### src/rtl/i2cram_pkg.sv
`timescale 1ns / 1ps

package i2cram_pkg;

    localparam int TIMER_BITS = 16;
    localparam logic [TIMER_BITS-1:0] TIMER_MAX = '1;

    // Request codes on the req_type field.
    localparam logic [1:0] REQ_CODE_WRITE = 2'd1;
    localparam logic [1:0] REQ_CODE_READ  = 2'd2;

    // Configuration register indexes.
    localparam logic [1:0] CFG_HALF_BIT    = 2'd0;
    localparam logic [1:0] CFG_EDGE        = 2'd1;
    localparam logic [1:0] CFG_ACK_TIMEOUT = 2'd2;
    localparam logic [1:0] CFG_DEV_ADDR    = 2'd3;

    localparam logic [7:0]  RST_HALF_BIT    = 8'd2;
    localparam logic [7:0]  RST_EDGE        = 8'd4;
    localparam logic [15:0] RST_ACK_TIMEOUT = 16'd500;
    localparam logic [6:0]  RST_DEV_ADDR    = 7'h10;

    localparam int CFG_DATA_W = 16;

    typedef enum logic [1:0] {
        REQ_TICK,
        REQ_WRITE,
        REQ_READ
    } t_req;

    typedef enum logic [3:0] {
        PH_IDLE,
        PH_ST_A,
        PH_ST_B,
        PH_TX_LO1,
        PH_TX_HI,
        PH_TX_LO2,
        PH_ACK_HI,
        PH_ACK_POL,
        PH_ACK_LO,
        PH_RX_LO1,
        PH_RX_HI,
        PH_RX_LO2,
        PH_NK_HI,
        PH_NK_LO,
        PH_SP_A,
        PH_SP_B
    } t_phase;

    typedef struct packed {
        t_req       req;
        logic [7:0] reg_addr;
        logic [7:0] write_value;
        logic       sda_sample;
    } t_item;

    typedef struct packed {
        logic       scl_level;
        logic       sda_pull_low;
        logic       busy;
        logic       done;
        logic       failed;
        logic [7:0] read_data;
    } t_result;

    typedef struct packed {
        logic [7:0]  half_bit_ticks;
        logic [7:0]  edge_ticks;
        logic [15:0] ack_timeout_ticks;
        logic [6:0]  device_address;
    } t_cfg;

endpackage

### src/rtl/i2cram_front.sv
`timescale 1ns / 1ps

module i2cram_front (
    input  logic               i_clk,
    input  logic               i_rst_n,
    input  logic               i_push,
    input  logic [1:0]         i_req_type,
    input  logic [7:0]         i_reg_addr,
    input  logic [7:0]         i_write_value,
    input  logic               i_sda_sample,
    output logic               o_full,
    output logic               o_valid,
    output i2cram_pkg::t_item  o_item,
    input  logic               i_take
);

    i2cram_pkg::t_item r_mem [2];
    i2cram_pkg::t_item w_class;
    logic              r_wr_ptr;
    logic              r_rd_ptr;
    logic [1:0]        r_count;
    logic              w_push;
    logic              w_pop;

    // Code 3 carries no request and is handled as a plain tick.
    always_comb begin
        w_class.reg_addr    = i_reg_addr;
        w_class.write_value = i_write_value;
        w_class.sda_sample  = i_sda_sample;
        case (i_req_type)
            i2cram_pkg::REQ_CODE_WRITE: w_class.req = i2cram_pkg::REQ_WRITE;
            i2cram_pkg::REQ_CODE_READ:  w_class.req = i2cram_pkg::REQ_READ;
            default:                    w_class.req = i2cram_pkg::REQ_TICK;
        endcase
    end

    assign o_full  = (r_count == 2'd2);
    assign o_valid = (r_count != 2'd0);
    assign o_item  = r_mem[r_rd_ptr];
    assign w_push  = i_push && !o_full;
    assign w_pop   = i_take && o_valid;

    always_ff @(posedge i_clk) begin
        if (w_push) begin
            r_mem[r_wr_ptr] <= w_class;
        end
    end

    always_ff @(posedge i_clk) begin
        if (!i_rst_n) begin
            r_wr_ptr <= 1'b0;
            r_rd_ptr <= 1'b0;
            r_count  <= 2'd0;
        end else begin
            if (w_push) begin
                r_wr_ptr <= ~r_wr_ptr;
            end
            if (w_pop) begin
                r_rd_ptr <= ~r_rd_ptr;
            end
            case ({w_push, w_pop})
                2'b10:   r_count <= r_count + 2'd1;
                2'b01:   r_count <= r_count - 2'd1;
                default: r_count <= r_count;
            endcase
        end
    end

endmodule

### src/rtl/i2cram_seq.sv
`timescale 1ns / 1ps

module i2cram_seq (
    input  logic                 i_clk,
    input  logic                 i_rst_n,
    input  logic                 i_valid,
    input  i2cram_pkg::t_item    i_item,
    output logic                 o_take,
    input  i2cram_pkg::t_cfg     i_cfg,
    input  logic                 i_space,
    output logic                 o_res_valid,
    output i2cram_pkg::t_result  o_result
);

    localparam int TB = i2cram_pkg::TIMER_BITS;

    i2cram_pkg::t_phase r_phase, n_phase, e_phase;
    logic [TB-1:0]      r_wait, n_wait, e_wait;
    logic [3:0]         r_bit, n_bit, e_bit;
    logic [1:0]         r_bidx, n_bidx, e_bidx;
    logic [7:0]         r_shift, n_shift;
    logic [7:0]         r_preg, n_preg, e_preg;
    logic [7:0]         r_pval, n_pval, e_pval;
    logic               r_is_read, n_is_read, e_is_read;
    logic               r_fail, n_fail, e_fail;
    logic [7:0]         r_last_read, n_last_read;

    logic               w_start;
    logic [TB-1:0]      w_len;
    logic [TB-1:0]      w_len1;
    logic [TB-1:0]      w_inc;
    logic               w_expired;
    logic [TB-1:0]      w_tnext;
    logic               w_done;
    logic               w_tx_pull;
    logic               w_sda;

    assign o_take      = i_valid && i_space;
    assign o_res_valid = o_take;
    assign w_sda       = i_item.sda_sample;

    // A request on an idle tick already runs as the first START tick.
    always_comb begin
        w_start   = (r_phase == i2cram_pkg::PH_IDLE) && (i_item.req != i2cram_pkg::REQ_TICK);
        e_phase   = w_start ? i2cram_pkg::PH_ST_A : r_phase;
        e_wait    = w_start ? '0 : r_wait;
        e_bit     = w_start ? 4'd0 : r_bit;
        e_bidx    = w_start ? 2'd0 : r_bidx;
        e_is_read = w_start ? (i_item.req == i2cram_pkg::REQ_READ) : r_is_read;
        e_fail    = w_start ? 1'b0 : r_fail;
        e_preg    = w_start ? i_item.reg_addr : r_preg;
        e_pval    = w_start ? i_item.write_value : r_pval;
    end

    // Phase timer: saturating count, a zero length acts as one.
    always_comb begin
        case (e_phase)
            i2cram_pkg::PH_ST_A, i2cram_pkg::PH_ST_B,
            i2cram_pkg::PH_SP_A, i2cram_pkg::PH_SP_B:
                w_len = TB'(i_cfg.edge_ticks);
            i2cram_pkg::PH_ACK_POL:
                w_len = TB'(i_cfg.ack_timeout_ticks);
            default:
                w_len = TB'(i_cfg.half_bit_ticks);
        endcase
        w_len1    = (w_len == '0) ? TB'(1) : w_len;
        w_inc     = (e_wait == i2cram_pkg::TIMER_MAX) ? e_wait : e_wait + TB'(1);
        w_expired = (w_inc >= w_len1) || (w_inc == i2cram_pkg::TIMER_MAX);
        w_tnext   = w_expired ? '0 : w_inc;
    end

    // Next state.
    always_comb begin
        n_phase     = e_phase;
        n_wait      = e_wait;
        n_bit       = e_bit;
        n_bidx      = e_bidx;
        n_shift     = r_shift;
        n_preg      = e_preg;
        n_pval      = e_pval;
        n_is_read   = e_is_read;
        n_fail      = e_fail;
        n_last_read = r_last_read;
        w_done      = 1'b0;
        case (e_phase)
            i2cram_pkg::PH_IDLE: begin
                n_phase = i2cram_pkg::PH_IDLE;
            end
            i2cram_pkg::PH_ST_A: begin
                n_wait = w_tnext;
                if (w_expired) n_phase = i2cram_pkg::PH_ST_B;
            end
            i2cram_pkg::PH_ST_B: begin
                n_wait = w_tnext;
                if (w_expired) begin
                    n_shift = {i_cfg.device_address, (e_bidx != 2'd0)};
                    n_bit   = 4'd0;
                    n_phase = i2cram_pkg::PH_TX_LO1;
                end
            end
            i2cram_pkg::PH_TX_LO1: begin
                n_wait = w_tnext;
                if (w_expired) n_phase = i2cram_pkg::PH_TX_HI;
            end
            i2cram_pkg::PH_TX_HI: begin
                n_wait = w_tnext;
                if (w_expired) n_phase = i2cram_pkg::PH_TX_LO2;
            end
            i2cram_pkg::PH_TX_LO2: begin
                n_wait = w_tnext;
                if (w_expired) begin
                    n_shift = {r_shift[6:0], 1'b0};
                    n_bit   = e_bit + 4'd1;
                    n_phase = (e_bit + 4'd1 >= 4'd8) ? i2cram_pkg::PH_ACK_HI
                                                     : i2cram_pkg::PH_TX_LO1;
                end
            end
            i2cram_pkg::PH_ACK_HI: begin
                n_wait = w_tnext;
                if (w_expired) n_phase = i2cram_pkg::PH_ACK_POL;
            end
            i2cram_pkg::PH_ACK_POL: begin
                if (!w_sda) begin
                    n_wait  = '0;
                    n_phase = i2cram_pkg::PH_ACK_LO;
                end else begin
                    n_wait = w_tnext;
                    if (w_expired) begin
                        n_fail  = 1'b1;
                        n_phase = i2cram_pkg::PH_ACK_LO;
                    end
                end
            end
            i2cram_pkg::PH_ACK_LO: begin
                n_wait = w_tnext;
                if (w_expired) begin
                    if (e_fail) begin
                        n_phase = i2cram_pkg::PH_SP_A;
                    end else if (e_bidx == 2'd0) begin
                        n_bidx  = 2'd1;
                        n_shift = e_preg;
                        n_bit   = 4'd0;
                        n_phase = i2cram_pkg::PH_TX_LO1;
                    end else if (e_bidx == 2'd1) begin
                        n_bidx = 2'd2;
                        if (e_is_read) begin
                            n_phase = i2cram_pkg::PH_ST_A;
                        end else begin
                            n_shift = e_pval;
                            n_bit   = 4'd0;
                            n_phase = i2cram_pkg::PH_TX_LO1;
                        end
                    end else if (e_bidx == 2'd2 && e_is_read) begin
                        n_bidx  = 2'd3;
                        n_shift = 8'd0;
                        n_bit   = 4'd0;
                        n_phase = i2cram_pkg::PH_RX_LO1;
                    end else begin
                        n_phase = i2cram_pkg::PH_SP_A;
                    end
                end
            end
            i2cram_pkg::PH_RX_LO1: begin
                n_wait = w_tnext;
                if (w_expired) n_phase = i2cram_pkg::PH_RX_HI;
            end
            i2cram_pkg::PH_RX_HI: begin
                n_wait = w_tnext;
                if (w_expired) begin
                    n_shift = {r_shift[6:0], w_sda};
                    n_phase = i2cram_pkg::PH_RX_LO2;
                end
            end
            i2cram_pkg::PH_RX_LO2: begin
                n_wait = w_tnext;
                if (w_expired) begin
                    n_bit   = e_bit + 4'd1;
                    n_phase = (e_bit + 4'd1 >= 4'd8) ? i2cram_pkg::PH_NK_HI
                                                     : i2cram_pkg::PH_RX_LO1;
                end
            end
            i2cram_pkg::PH_NK_HI: begin
                n_wait = w_tnext;
                if (w_expired) n_phase = i2cram_pkg::PH_NK_LO;
            end
            i2cram_pkg::PH_NK_LO: begin
                n_wait = w_tnext;
                if (w_expired) n_phase = i2cram_pkg::PH_SP_A;
            end
            i2cram_pkg::PH_SP_A: begin
                n_wait = w_tnext;
                if (w_expired) n_phase = i2cram_pkg::PH_SP_B;
            end
            default: begin
                n_wait = w_tnext;
                if (w_expired) begin
                    w_done = 1'b1;
                    if (e_is_read) n_last_read = e_fail ? 8'd0 : r_shift;
                    n_phase = i2cram_pkg::PH_IDLE;
                end
            end
        endcase
    end

    // Line levels and status for this tick.
    always_comb begin
        w_tx_pull             = ~r_shift[7];
        o_result.scl_level    = 1'b1;
        o_result.sda_pull_low = 1'b0;
        o_result.busy         = (e_phase != i2cram_pkg::PH_IDLE);
        o_result.done         = w_done;
        o_result.failed       = w_done && e_fail;
        o_result.read_data    = n_last_read;
        case (e_phase)
            i2cram_pkg::PH_ST_B, i2cram_pkg::PH_SP_A: begin
                o_result.sda_pull_low = 1'b1;
            end
            i2cram_pkg::PH_TX_LO1, i2cram_pkg::PH_TX_LO2: begin
                o_result.scl_level    = 1'b0;
                o_result.sda_pull_low = w_tx_pull;
            end
            i2cram_pkg::PH_TX_HI: begin
                o_result.sda_pull_low = w_tx_pull;
            end
            i2cram_pkg::PH_ACK_LO, i2cram_pkg::PH_RX_LO1,
            i2cram_pkg::PH_RX_LO2, i2cram_pkg::PH_NK_LO: begin
                o_result.scl_level = 1'b0;
            end
            default: begin
                o_result.scl_level = 1'b1;
            end
        endcase
    end

    always_ff @(posedge i_clk) begin
        if (!i_rst_n) begin
            r_phase     <= i2cram_pkg::PH_IDLE;
            r_wait      <= '0;
            r_bit       <= 4'd0;
            r_bidx      <= 2'd0;
            r_shift     <= 8'd0;
            r_preg      <= 8'd0;
            r_pval      <= 8'd0;
            r_is_read   <= 1'b0;
            r_fail      <= 1'b0;
            r_last_read <= 8'd0;
        end else if (o_take) begin
            r_phase     <= n_phase;
            r_wait      <= n_wait;
            r_bit       <= n_bit;
            r_bidx      <= n_bidx;
            r_shift     <= n_shift;
            r_preg      <= n_preg;
            r_pval      <= n_pval;
            r_is_read   <= n_is_read;
            r_fail      <= n_fail;
            r_last_read <= n_last_read;
        end
    end

endmodule

### src/rtl/i2cram_outq.sv
`timescale 1ns / 1ps

module i2cram_outq (
    input  logic                 i_clk,
    input  logic                 i_rst_n,
    input  logic                 i_push,
    input  i2cram_pkg::t_result  i_result,
    output logic                 o_space,
    output logic                 o_empty,
    output i2cram_pkg::t_result  o_head,
    input  logic                 i_pop
);

    i2cram_pkg::t_result r_mem [2];
    logic                r_wr_ptr;
    logic                r_rd_ptr;
    logic [1:0]          r_count;
    logic                w_push;
    logic                w_pop;

    assign o_space = (r_count != 2'd2);
    assign o_empty = (r_count == 2'd0);
    assign o_head  = r_mem[r_rd_ptr];
    assign w_push  = i_push && o_space;
    assign w_pop   = i_pop && !o_empty;

    always_ff @(posedge i_clk) begin
        if (w_push) begin
            r_mem[r_wr_ptr] <= i_result;
        end
    end

    always_ff @(posedge i_clk) begin
        if (!i_rst_n) begin
            r_wr_ptr <= 1'b0;
            r_rd_ptr <= 1'b0;
            r_count  <= 2'd0;
        end else begin
            if (w_push) begin
                r_wr_ptr <= ~r_wr_ptr;
            end
            if (w_pop) begin
                r_rd_ptr <= ~r_rd_ptr;
            end
            case ({w_push, w_pop})
                2'b10:   r_count <= r_count + 2'd1;
                2'b01:   r_count <= r_count - 2'd1;
                default: r_count <= r_count;
            endcase
        end
    end

endmodule

### src/rtl/i2c_register_access_master.sv
`timescale 1ns / 1ps
// Tick-driven I2C master for single-byte register writes and reads.
// Every request pushed on the input side is one bus tick: it carries a
// request type (plain tick, register write or register read), the register
// number, the write value and the sampled SDA level. Each tick yields exactly
// one result on the output side with the SCL and SDA drive for that tick,
// busy, done, failed and the byte of the last finished read.
// Requests enter a two-entry queue, the sequencer runs one tick per clock,
// and results leave through a two-entry queue. With pop held high, a result
// leaves at the next edge. One request per clock is sustained while results
// are popped; the limit is the single-tick update of the phase sequencer.
// When the receiver stops popping, the result queue fills, the sequencer
// holds its state, and full rises once the request queue is full; no tick
// is lost or repeated. Configuration (half-bit ticks, edge ticks, acknowledge
// timeout, device address) is written through i_cfg_we/i_cfg_index/i_cfg_data
// by the user only while idle; the block itself does not enforce it.
// Synchronous active-low reset empties both queues, puts the sequencer in
// idle with all counters cleared, and loads the default timing and address.

module i2c_register_access_master (
    input  logic                              i_clk,
    input  logic                              i_rst_n,
    input  logic                              push,
    output logic                              full,
    input  logic [1:0]                        i_req_type,
    input  logic [7:0]                        i_reg_addr,
    input  logic [7:0]                        i_write_value,
    input  logic                              i_sda_sample,
    output logic                              empty,
    input  logic                              pop,
    output logic                              o_scl_level,
    output logic                              o_sda_pull_low,
    output logic                              o_busy_res,
    output logic                              o_done_res,
    output logic                              o_failed,
    output logic [7:0]                        o_read_data,
    input  logic                              i_cfg_we,
    input  logic [1:0]                        i_cfg_index,
    input  logic [i2cram_pkg::CFG_DATA_W-1:0] i_cfg_data
);

    i2cram_pkg::t_cfg    r_cfg;
    i2cram_pkg::t_item   w_item;
    i2cram_pkg::t_result w_result;
    i2cram_pkg::t_result w_head;
    logic                w_item_valid;
    logic                w_take;
    logic                w_space;
    logic                w_res_valid;

    always_ff @(posedge i_clk) begin
        if (!i_rst_n) begin
            r_cfg.half_bit_ticks    <= i2cram_pkg::RST_HALF_BIT;
            r_cfg.edge_ticks        <= i2cram_pkg::RST_EDGE;
            r_cfg.ack_timeout_ticks <= i2cram_pkg::RST_ACK_TIMEOUT;
            r_cfg.device_address    <= i2cram_pkg::RST_DEV_ADDR;
        end else if (i_cfg_we) begin
            case (i_cfg_index)
                i2cram_pkg::CFG_HALF_BIT:    r_cfg.half_bit_ticks    <= i_cfg_data[7:0];
                i2cram_pkg::CFG_EDGE:        r_cfg.edge_ticks        <= i_cfg_data[7:0];
                i2cram_pkg::CFG_ACK_TIMEOUT: r_cfg.ack_timeout_ticks <= i_cfg_data;
                i2cram_pkg::CFG_DEV_ADDR:    r_cfg.device_address    <= i_cfg_data[6:0];
                default:                     r_cfg                   <= r_cfg;
            endcase
        end
    end

    i2cram_front u_front (
        .i_clk         (i_clk),
        .i_rst_n       (i_rst_n),
        .i_push        (push),
        .i_req_type    (i_req_type),
        .i_reg_addr    (i_reg_addr),
        .i_write_value (i_write_value),
        .i_sda_sample  (i_sda_sample),
        .o_full        (full),
        .o_valid       (w_item_valid),
        .o_item        (w_item),
        .i_take        (w_take)
    );

    i2cram_seq u_seq (
        .i_clk       (i_clk),
        .i_rst_n     (i_rst_n),
        .i_valid     (w_item_valid),
        .i_item      (w_item),
        .o_take      (w_take),
        .i_cfg       (r_cfg),
        .i_space     (w_space),
        .o_res_valid (w_res_valid),
        .o_result    (w_result)
    );

    i2cram_outq u_outq (
        .i_clk    (i_clk),
        .i_rst_n  (i_rst_n),
        .i_push   (w_res_valid),
        .i_result (w_result),
        .o_space  (w_space),
        .o_empty  (empty),
        .o_head   (w_head),
        .i_pop    (pop)
    );

    assign o_scl_level    = w_head.scl_level;
    assign o_sda_pull_low = w_head.sda_pull_low;
    assign o_busy_res     = w_head.busy;
    assign o_done_res     = w_head.done;
    assign o_failed       = w_head.failed;
    assign o_read_data    = w_head.read_data;

endmodule

### config.mk
export PLATFORM = sky130hd
export DESIGN_NAME = i2c_register_access_master
export DESIGN_NICKNAME = d
export VERILOG_FILES = /design/src/rtl/i2cram_pkg.sv /design/src/rtl/i2cram_front.sv /design/src/rtl/i2cram_seq.sv /design/src/rtl/i2cram_outq.sv /design/src/rtl/i2c_register_access_master.sv
export SDC_FILE = /design/constraint.sdc
export NUM_CORES = 1
export LEC_CHECK = 0
export ABC_AREA = 0
export BUFFER_PORTS_ARGS = -buffer_cell sky130_fd_sc_hd__buf_2
export CAP_MARGIN = 5
export CELL_PAD_IN_SITES_DETAIL_PLACEMENT = 2
export CELL_PAD_IN_SITES_GLOBAL_PLACEMENT = 2
export CORE_MARGIN = 3
export CORE_UTILIZATION = 42
export DETAILED_ROUTE_END_ITERATION = 10
export PLACE_DENSITY = 0.83
export SYNTH_ARGS = -nofsm -noshare
export SYNTH_HDL_FRONTEND = slang
export SYNTH_SLANG_ARGS = --single-unit
### constraint.sdc
create_clock -name i_clk -period 16.8 [get_ports i_clk]
set_input_delay 3.36 -clock i_clk [delete_from_list [all_inputs] [get_ports i_clk]]
set_output_delay 3.36 -clock i_clk [all_outputs]
set_load 0.01 [all_outputs]
==> qor.csv, run 1 <==
metric;value;unit
crit_type;reg -> reg;
cts_max_level;4;
min_from;r_cfg[14]$_SDFFE_PN1P_;
drc;0;
reg2reg_setup_slack;9.50;ns
rsz0062_at_grt;false;
drive_above_1_share;15.0;%
finalCritPeriodShare;43.4;%
synth-edff-count;64;
min_path_cells;2;
path_max_fanout;33;
coreArea;19800;um^2
final_cells;1194;
ant_nets;0;
r2r-end;u_seq.r_wait[2]$_SDFFE_PN0P_;
n_antenna_cell;0;
syn_avg_cell_area;9.77;um^2
gp_congestion;0.923;
slew-limit-headroom;16.4;%
worst-slew-pin-transition;1.25;ns
wl_per_cell;25.5;um
grt_pass1_vias;8127;
port_buffers;56;
dieWidth;149;um
dpl.cell_count;1161;
ys_warn_count;0;
grt_overflow_total;0;
clk_path_buf_depth;2;
fin_nets;979;
setup_viol;0;
cp.arrival;7.66;ns
max_freq;137;MHz
ios;57;
cap_violations;0;
place_hpwl;19500;um
worstPathRequired;17.17;ns
p_total;0.00146;W
cts.clk_slew.worst_paths;0.08;ns
synth_area_leaders;dfxtp_1, edfxtp_1, mux2i_1;
finalClockSkew;0.0213;ns
total_leakage_power;3.58;nW
finalWirelength;30500;um
max-vdd-ir-drop;0.0979;mV
die_h;149;um
seq_area;4100;um^2
grt_start_max_net_pins;53;
first_iter_violations;506;
rows;51;
nFillCells;2051;
vias;7269;
vias_per_cell;6.09;
syn_area;8630;um^2
clk_latency;0.46;ns
cts_resized;0;
syn_inst;884;
syn_to_final_growth;12.6;%
first_pass_iters;5;
yosysUniqueCellTypes;80;
power_density;150;nW/um^2
yosysSeqAreaShare;47.5;%
cts-buffers-inserted;17;
async_reset_ff_share;0;%
worst_setup_path_end_kind;flip-flop;
tns;0;ns
grtUsageTotal;27.8;%
hold_end;r_cfg[14]$_SDFFE_PN1P_;
yosysTopAreaCell;dfxtp_1;
synth_flop_cell;dfxtp_1;
die_area;22300;um^2
slew_violations;0;
tritoncts;built;
min_path_type;reg -> reg;
multi_input_comb_area;4260;um^2
grt_pass1_wl;47600;um
hold_viol_final;0;
status;finished, final reports clean;
reg2regPathDepth;19;
synth_nets;947;
cp-start-kind;flip-flop;
cts_setup_buffers;0;
cts.sinks;173;
antenna_found_initial;0;
synth_seq_cells;173;
root_buffer;clkbuf_16;
fin_crit;7.30;ns
start_util;43.5;%
cts_hold_buffers;0;
synth_top_area_share;25.3;%
cells in the mapped netlist (4+ instances only):
cell and n:
mux2i_1 57, ha_1 21, and3_1 6, a22o_1 9, a211oi_1 17, nor2b_1 11
mux2_1 8, and2_1 17, a31oi_1 11, a21o_1 14, inv_1 12, xor2_1 5
edfxtp_1 64, clkbuf_1 32, xnor2_1 14, nor2_1 106, nand4_1 8, dfxtp_1 109
nor3_1 18, mux2_2 16, and4_1 5, a21oi_1 52, nand2_1 87, o31ai_1 7
buf_1 10, a22oi_1 23, o21ai_0 26, buf_2 9, or3_1 4, o21ai_1 5
nand3_1 26, nand2b_1 7
cells in the final DEF, fill, tap and decap left out, types with 3 or more instances in the layout:
cell       netlist  layout
buf_2            9      56
nor4_1           3       3
o21ai_1          5       5
nand4_1          8       8
inv_8            0       4
and2_1          17      17
buf_4            1      10
nor2b_1         11      11
a21o_1          14      14
o211ai_1         3       3
mux2_2          16      16
or3_1            4       4
a22o_1           9       9
a31oi_1         11      11
mux2_1           8       8
and3_1           6       6
a211oi_1        17      17
nand3_1         26      26
a22oi_1         23      23
clkbuf_16        0      17
dfxtp_1        109     109
ha_1            21      21
mux2i_1         57      57
edfxtp_1        64      64
and4_1           5       5
nor3_1          18      17
a21oi_1         52      52
o31ai_1          7       7
xnor2_1         14      14
inv_1           12      11
nand2_1         87      87
o21ai_0         26      26
clkinv_8         0       5
xor2_1           5       5
nand2b_1         7       7
inv_6            0       3
nor2_1         106     105
nor4_4           3       3
o22ai_1          3       3
worst max path at each step:
stage	slack (ns)	end	cells past startpoint
2_1_floorplan	11.33	u_seq.r_bit[0]$_SDFFE_PN0P_	24
3_3_place_gp	10.41	u_seq.r_bit[0]$_SDFFE_PN0P_	22
3_5_place_dp	9.90	u_seq.r_bit[0]$_SDFFE_PN0P_	22
4_1_cts	9.66	u_seq.r_bit[0]$_SDFFE_PN0P_	22
5_1_grt	9.13	u_seq.r_bit[0]$_SDFFE_PN0P_	22
6_report	9.50	u_seq.r_wait[2]$_SDFFE_PN0P_	19
through the flow:
step | hold slack, ns | util (%) | instance area (um^2) | setup WS [ns]
floorplan | 0.437 | - | 8630 | 11.33
global placement | 0.445 | 45.9 | 9100 | 10.41
detailed placement | 0.466 | 45.9 | 9100 | 9.90
CTS | 0.484 | 48.9 | 9710 | 9.66
global route | 0.504 | 49.0 | 9720 | 9.13
finish | 0.479 | 49.0 | 9720 | 9.50
area by class of cell:
class                           instances  share of cell area [%]
Multi-Input combinational cell        643                    43.8
Sequential cell                       173                    42.2
Clock buffer                           17                    4.38
Timing Repair Buffer                   66                    3.66
Tap cell                              265                    3.41
Clock inverter                         15                    1.92
Inverter                               15                   0.579
worst max-delay path, stage by stage, from the launching register on:
cell and delay [ns]:
dfxtp_1 0.32, buf_4 0.32, or3b_1 0.48, nand3_2 0.60
nand2_1 0.23, inv_1 0.12, ha_1 0.36, nand2_1 0.23
nor4_4 0.48, and3_1 0.38, mux2_2 0.39, ha_1 0.30
a21o_1 0.17, a21oi_1 0.19, o21ai_0 0.16, a31oi_1 0.43
o211ai_1 0.47, nor3_2 1.11, a22oi_1 0.27, nor2_1 0.16
where the power goes:
part,switching (W),internal [W],total (W),leakage [nW]
registers,0.0000441,0.000504,0.000548,1.48
clock network,0.000206,0.000203,0.000409,0.297
logic,0.000346,0.000153,0.000499,1.79
per-layer routing:
metal / GRT usage [%] / vias to the layer above / routed length, um
met3: 4.41 / 73 / 1120
met1: 33.6 / 3700 / 12700
li1: - / 3293 / -
met5: 0 / - / 0
met4: 12.6 / 0 / 1140
met2: 48.8 / 203 / 15600
flip-flops by register name (all words and copies together), names as in the netlist, named ones only:
signal             flops
u_front.r_rd_ptr       1
u_outq.r_mem          26
u_seq.r_shift          8
u_front.r_mem         38
u_seq.r_fail           1
u_seq.r_wait          16
u_seq.r_is_read        1
u_seq.r_bit            4
u_seq.r_bidx           2
u_front.r_count        2
u_seq.r_phase          4
u_front.r_wr_ptr       1
u_seq.r_pval           8
r_cfg                 39
u_seq.r_last_read      8
u_outq.r_wr_ptr        1
u_outq.r_rd_ptr        1
u_outq.r_count         2
u_seq.r_preg           8
logic make-up after synthesis:
kind of cell | count (synthesis) | synth area share (%)
AO/OA/AOI/OAI | 203 | 16.1
XOR/XNOR | 19 | 1.93
adder cells (fa/ha/maj) | 21 | 3.04
buffers and inverters | 68 | 3.22
flip-flops | 173 | 47.5
multiplexers | 81 | 9.74
AND/OR/NAND/NOR | 319 | 18.5
Power figures use the tool's default switching activity.
==> inputs of run 2 (changes only) <==
Settings changed: ABC_AREA 0 to 1, CORE_UTILIZATION 42 to 36, PLACE_DENSITY 0.83 to 0.77.
Clock period 16.8 ns to 7.3 ns, I/O delays scaled along.
==> run 2 against run 1 <==
Compared with the run above: fmax is 30% higher; final cell count increased by 24%; die area increased by 17%; core utilization down 7.3 points; wire length is 13% lower; critical path type unchanged; largest cell class is now flip-flops and latches.
==> qor.csv, run 2 <==
metric;value;unit;change
status;finished, final reports clean;;
finalWirelength;26400;um;-13%
slew_violations;0;;unchanged
hold_viol_final;0;;unchanged
largest_register_ffs;39;;unchanged
synth_nets;1173;;+24%
start_util;36.9;%;-6.6 points
slowest_stage;inv_2;;
cts_resized;0;;unchanged
max_stage_delay;0.52;ns;-0.59 ns
cp-start-kind;flip-flop;;
dieWidth;162;um;+8.3%
synth_top_area_share;25.0;%;-0.28 points
place_hpwl;19100;um;-2.3%
reg_top3;r_cfg x39, u_front.r_mem x38, u_outq.r_mem x26;;
gp_congestion;0.816;;-12%
syn_inst;1110;;+26%
coreArea;23700;um^2;+19%
tns;0;ns;unchanged
cts_setup_buffers;0;;unchanged
cap_violations;0;;unchanged
ant_nets;0;;unchanged
drive_above_1_share;14.0;%;-0.99 points
drc;0;;unchanged
wl_per_cell;17.8;um;-30%
synth_area_leaders;dfxtp_1, edfxtp_1, nand2_1;;
synth_commonest_cells;nand2_1, nor2_1, dfxtp_1;;
die_area;26200;um^2;+17%
cts-buffers-inserted;17;;unchanged
grt_start_max_net_pins;78;;+47%
vias;7707;;+6.0%
first_pass_iters;5;;unchanged
min_path_type;reg -> reg;;
synthXorXnorAreaFrac;0.802;%;-1.1 points
cts.clk_slew.worst_paths;0.08;ns;about the same
grt_pass1_vias;8272;;+1.8%
nFillCells;2822;;+38%
synthAdderAreaFrac;3.01;%;-0.034 points
syn_avg_cell_area;7.87;um^2;-19%
cts_max_level;4;;unchanged
pre_cts_ws;1.65;ns;-8.25 ns
root_buffer;clkbuf_16;;
fin_ws;1.68;ns;-7.83 ns
cp.arrival;5.99;ns;-1.67 ns
first_iter_violations;439;;-13%
top_register;r_cfg;;
synth_flop_cell;dfxtp_1;;
syn_to_final_growth;13.2;%;
synthSimpleGateAreaFrac;25.2;%;+6.7 points
total_leakage_power;4.18;nW;+17%
synth_mux_area_share;1.68;%;-8.1 points
synth_seq_cells;173;;unchanged
antenna_found_initial;0;;unchanged
synth-edff-count;64;;unchanged
finalCritPeriodShare;77.0;%;+34 points
vias_per_cell;5.19;;-15%
syn_area;8730;um^2;+1.1%
die_h;162;um;+8.3%
grtUsageTotal;20.8;%;-7.0 points
ios;57;;unchanged
synth_top_family_by_area;simple AND/OR/NAND/NOR gates;;
max_freq;178;MHz;+30%
worst_setup_path_end_kind;flip-flop;;
path_max_fanout;35;;+6.1%
fin_crit;5.62;ns;-1.67 ns
synth-compound-area-share;14.8;%;-1.2 points
ys_warn_count;0;;unchanged
max-vdd-ir-drop;0.146;mV;+49%
cts.sinks;173;;unchanged
fin_nets;1217;;+24%
reg2regPathDepth;30;;+11
worstPathRequired;7.67;ns;-9.50 ns
final_cell_mix;nand2_1, nor2_1, dfxtp_1, inv_1, o21ai_0;;
min_path_cells;2;;unchanged
setup_viol;0;;unchanged
crit_type;reg -> reg;;
rows;56;;+9.8%
slew-limit-headroom;23.5;%;+7.1 points
finalClockSkew;0.0145;ns;-0.00679 ns
grt_pass1_wl;43900;um;-7.7%
n_antenna_cell;0;;unchanged
clk_path_buf_depth;2;;unchanged
synth_most_common_cell;nand2_1;;
yosysUniqueCellTypes;47;;-41%
async_reset_ff_share;0;%;unchanged
rsz0062_at_grt;false;;
clk_latency;0.44;ns;-0.02 ns
worst-slew-pin-transition;1.14;ns;-0.104 ns
yosysSeqAreaShare;47.0;%;-0.53 points
crit_top_cell;nand2_1;;
port_buffers;56;;unchanged
yosysTopAreaCell;dfxtp_1;;
tritoncts;built;;
grt_overflow_total;0;;unchanged
power_density;350;nW/um^2;+130%
final_common_cell;nand2_1;;
cts_hold_buffers;0;;unchanged
run 2: path summary, 6_finish.rpt:
path	start	end	slack (ns)
min	u_seq.r_preg[4]$_SDFFE_PN0P_	u_seq.r_preg[4]$_SDFFE_PN0P_	0.46
max	u_seq.r_phase[1]$_SDFFE_PN0P_	u_seq.r_wait[15]$_SDFFE_PN0P_	1.68
min reg2reg	u_seq.r_preg[4]$_SDFFE_PN0P_	u_seq.r_preg[4]$_SDFFE_PN0P_	0.46
max reg2reg	u_seq.r_phase[1]$_SDFFE_PN0P_	u_seq.r_wait[15]$_SDFFE_PN0P_	1.68
run 2: where the power goes:
part | switching, W | total [W] | internal, W
Clock | 0.000470 | 0.000937 | 0.000467
Sequential | 0.000106 | 0.00131 | 0.00120
Combinational | 0.000854 | 0.00121 | 0.000360
run 2: metal layers:
layer / vias up / part of all wire, % / GRT usage, %
li1: 3784 / - / -
met4: 0 / 1.1 / 4.65
met3: 22 / 2.7 / 2.60
met2: 82 / 48 / 35.0
met5: - / 0 / 0
met1: 3819 / 48 / 28.8
run 2: critical path: cells and delay by family (launching register included):
family / cells / cell delay (ns)
AOI/OAI and AO/OA: 9 / 1.60
adders and majority gates: 1 / 0.21
buffers and inverters: 7 / 1.32
DFF: 1 / 0.43
and+or+nand+nor: 13 / 1.96
run 2: kinds of logic after synthesis:
kind of cell | after synthesis
AOI/OAI and AO/OA | 226
xor gates and xnor gates | 8
adders and majority gates | 21
buffers and inverters | 159
DFF | 173
muxes | 13
and+or+nand+nor | 510
run 2: stage by stage:
stage / power, W / util (%) / instance area, um^2 / hold WS [ns] / instances
CTS: 0.00351 / 41.7 / 9880 / 0.460 / 1486
global route: 0.00373 / 41.7 / 9880 / 0.482 / 1486
detailed placement: 0.00255 / 39.2 / 9270 / 0.449 / 1454
finish: 0.00346 / 41.7 / 9880 / 0.458 / 1486
global placement: 0.00249 / 39.2 / 9270 / 0.436 / 1454
floorplan: 0.00221 / - / 8730 / 0.424 / 1110
run 2: area by class of cell:
| type | instances | area, um^2 | share of cell area [%] |
|---|---|---|---|
| clock inverter | 15 | 183 | 1.85 |
| tap | 319 | 399 | 4.04 |
| clock buffer | 17 | 425 | 4.31 |
| sequential | 173 | 4100 | 41.5 |
| multi-input combinational | 778 | 3970 | 40.2 |
| inverter | 119 | 449 | 4.55 |
| timing repair buffer | 65 | 348 | 3.52 |
==> inputs of run 3 (changes only) <==
Clock period 7.3 ns to 5.8 ns, I/O delays scaled along.
==> run 3 against run 2 <==
Compared with the run above: die area is the same; via count grew 0.32%; fmax grew 9.0%; flip-flop and latch count is the same; final cell count is essentially flat; sequential power grew 26%; first-iteration DRC count shrank 5.7%; register-to-register slack lost 1.0 ns; total power grew 27%; highest routed layer unchanged.
==> qor.csv, run 3 (synthesis results as in run 2) <==
metric;value;unit;change
cts.clk_slew.worst_paths;0.08;ns;about the same
port_buffers;56;;unchanged
crit_type;reg -> reg;;
cts-buffers-inserted;17;;unchanged
start_util;36.9;%;unchanged
total_leakage_power;4.17;nW;-0.14%
drc;0;;unchanged
cts_hold_buffers;0;;unchanged
slew-limit-headroom;21.2;%;-2.3 points
dieWidth;162;um;unchanged
gp_congestion;0.821;;+0.70%
worstPathRequired;6.18;ns;-1.49 ns
antenna_found_initial;0;;unchanged
cts_setup_buffers;0;;unchanged
cap_violations;0;;unchanged
fin_ws;0.642;ns;-1.04 ns
clk_latency;0.44;ns;about the same
max-vdd-ir-drop;0.168;mV;+15%
worst_setup_path_end_kind;flip-flop;;
hold_viol_final;0;;unchanged
grt_overflow_total;0;;unchanged
cp-start-kind;flip-flop;;
grt_pass1_wl;44700;um;+1.9%
finalCritPeriodShare;88.9;%;+12 points
setup_viol;0;;unchanged
max_stage_delay;0.35;ns;-0.17 ns
first_pass_iters;4;;-1
cts_max_level;4;;unchanged
tns;0;ns;unchanged
path_buf_inv;7;;unchanged
min_path_type;reg -> reg;;
grt_start_max_net_pins;78;;unchanged
finalWirelength;27100;um;+2.7%
rsz0062_at_grt;false;;
syn_to_final_growth;13.2;%;unchanged
pre_cts_ws;0.676;ns;-0.979 ns
n_antenna_cell;0;;unchanged
first_iter_violations;414;;-5.7%
grt_pass1_vias;8295;;+0.28%
p_seq_share;37.6;%;-0.2 points
slew_violations;0;;unchanged
ios;57;;unchanged
max_freq;194;MHz;+9.0%
p_int;0.00256;W;+26%
tritoncts;built;;
clk_path_buf_depth;2;;unchanged
vias_per_cell;5.20;;+0.26%
coreArea;23700;um^2;unchanged
wl_per_cell;18.2;um;+2.6%
largest_register_ffs;39;;unchanged
path_max_fanout;28;;-20%
crit_top_cell;nand2_1;;
p_total;0.00438;W;+27%
final_cell_mix;nand2_1, nor2_1, dfxtp_1, inv_1, o21ai_0;;
ant_nets;0;;unchanged
vias;7732;;+0.32%
swShare;41.6;%;+0.30 points
cts.sinks;173;;unchanged
power_switching;0.00183;W;+28%
finalClockSkew;0.0136;ns;-0.000944 ns
fin_nets;1218;;+0.082%
power_density;444;nW/um^2;+27%
final_util;41.7;%;unchanged
cp.arrival;5.54;ns;-0.45 ns
cp_top_family;simple AND/OR/NAND/NOR gates;;
fin_crit;5.16;ns;-0.465 ns
die_area;26200;um^2;unchanged
rows;56;;unchanged
top_register;r_cfg;;
worst-slew-pin-transition;1.18;ns;+0.0342 ns
reg_top3;r_cfg x39, u_front.r_mem x38, u_outq.r_mem x26;;
root_buffer;clkbuf_16;;
place_hpwl;19200;um;+0.88%
drive_above_1_share;14.0;%;+0.074 points
final_common_cell;nand2_1;;
status;finished, final reports clean;;
clock_power_share;26.4;%;-0.7 points
p_comb_share;35.9;%;+0.8 points
whs;0.450;ns;-0.00778 ns
slowest_stage;dfxtp_1;;
grtUsageTotal;21.2;%;+0.42 points
die_h;162;um;unchanged
run 3: cell count changes in the layout (fill, tap and decap cells not counted), sizes merged:
cell,before,now
buf,65,66
clkinv,10,11
clkinvlp,0,1
inv,124,122
run 3: path summary, 6_finish.rpt:
kind	to	cells after the start	slack, ns	startpoint
worst max-delay path	u_seq.r_bit[0]$_SDFFE_PN0P_	31	0.64	flip-flop
worst min-delay path	u_seq.r_preg[2]$_SDFFE_PN0P_	2	0.45	u_seq.r_preg[2]$_SDFFE_PN0P_
worst max register to register	u_seq.r_bit[0]$_SDFFE_PN0P_	31	0.64	flip-flop
worst min register to register	u_seq.r_preg[2]$_SDFFE_PN0P_	2	0.45	u_seq.r_preg[2]$_SDFFE_PN0P_
run 3: power groups by stage:
stage	registers [W]	clock network [W]	logic [W]
2_1_floorplan	0.00161	0	0.00117
3_3_place_gp	0.00166	0	0.00149
3_5_place_dp	0.00168	0	0.00157
4_1_cts	0.00165	0.00119	0.00160
5_1_grt	0.00167	0.00124	0.00179
6_report	0.00165	0.00116	0.00158
run 3: per-layer routing:
| metal | vias up | track usage [%] | part of all wire (%) | routed length, um |
|---|---|---|---|---|
| met2 | 84 | 36.6 | 49 | 13200 |
| met3 | 18 | 2.22 | 1.9 | 523 |
| li1 | 3794 | - | - | - |
| met4 | 0 | 4.50 | 0.92 | 250 |
| met5 | - | 0 | 0 | 0 |
| met1 | 3836 | 29.0 | 48 | 13100 |
run 3: worst register-to-register path: cells and delay by family (launching register included):
family	cells	cell delay [ns]
adders and majority gates	3	0.77
and+or+nand+nor	15	2.08
buffers and inverters	7	0.98
AOI/OAI and AO/OA	6	0.93
DFF	1	0.35
run 3: final cells by class:
cell class	count	area, um^2
fill	2780	13800
sequential	173	4100
multi-input combinational	778	3980
inverter	119	449
clock buffer	17	425
tap	319	399
timing repair buffer	66	355
clock inverter	15	173
run 3: timing repair:
action,CTS,global route
hold endpoints to repair,0,0
setup endpoints to repair,0,2
gates resized for setup,0,1
run 3: stage by stage:
step | area (um^2) | instances
floorplan | 8730 | 1110
global placement | 9280 | 1455
global route | 9880 | 1487
CTS | 9880 | 1487
detailed placement | 9280 | 1455
finish | 9880 | 1487
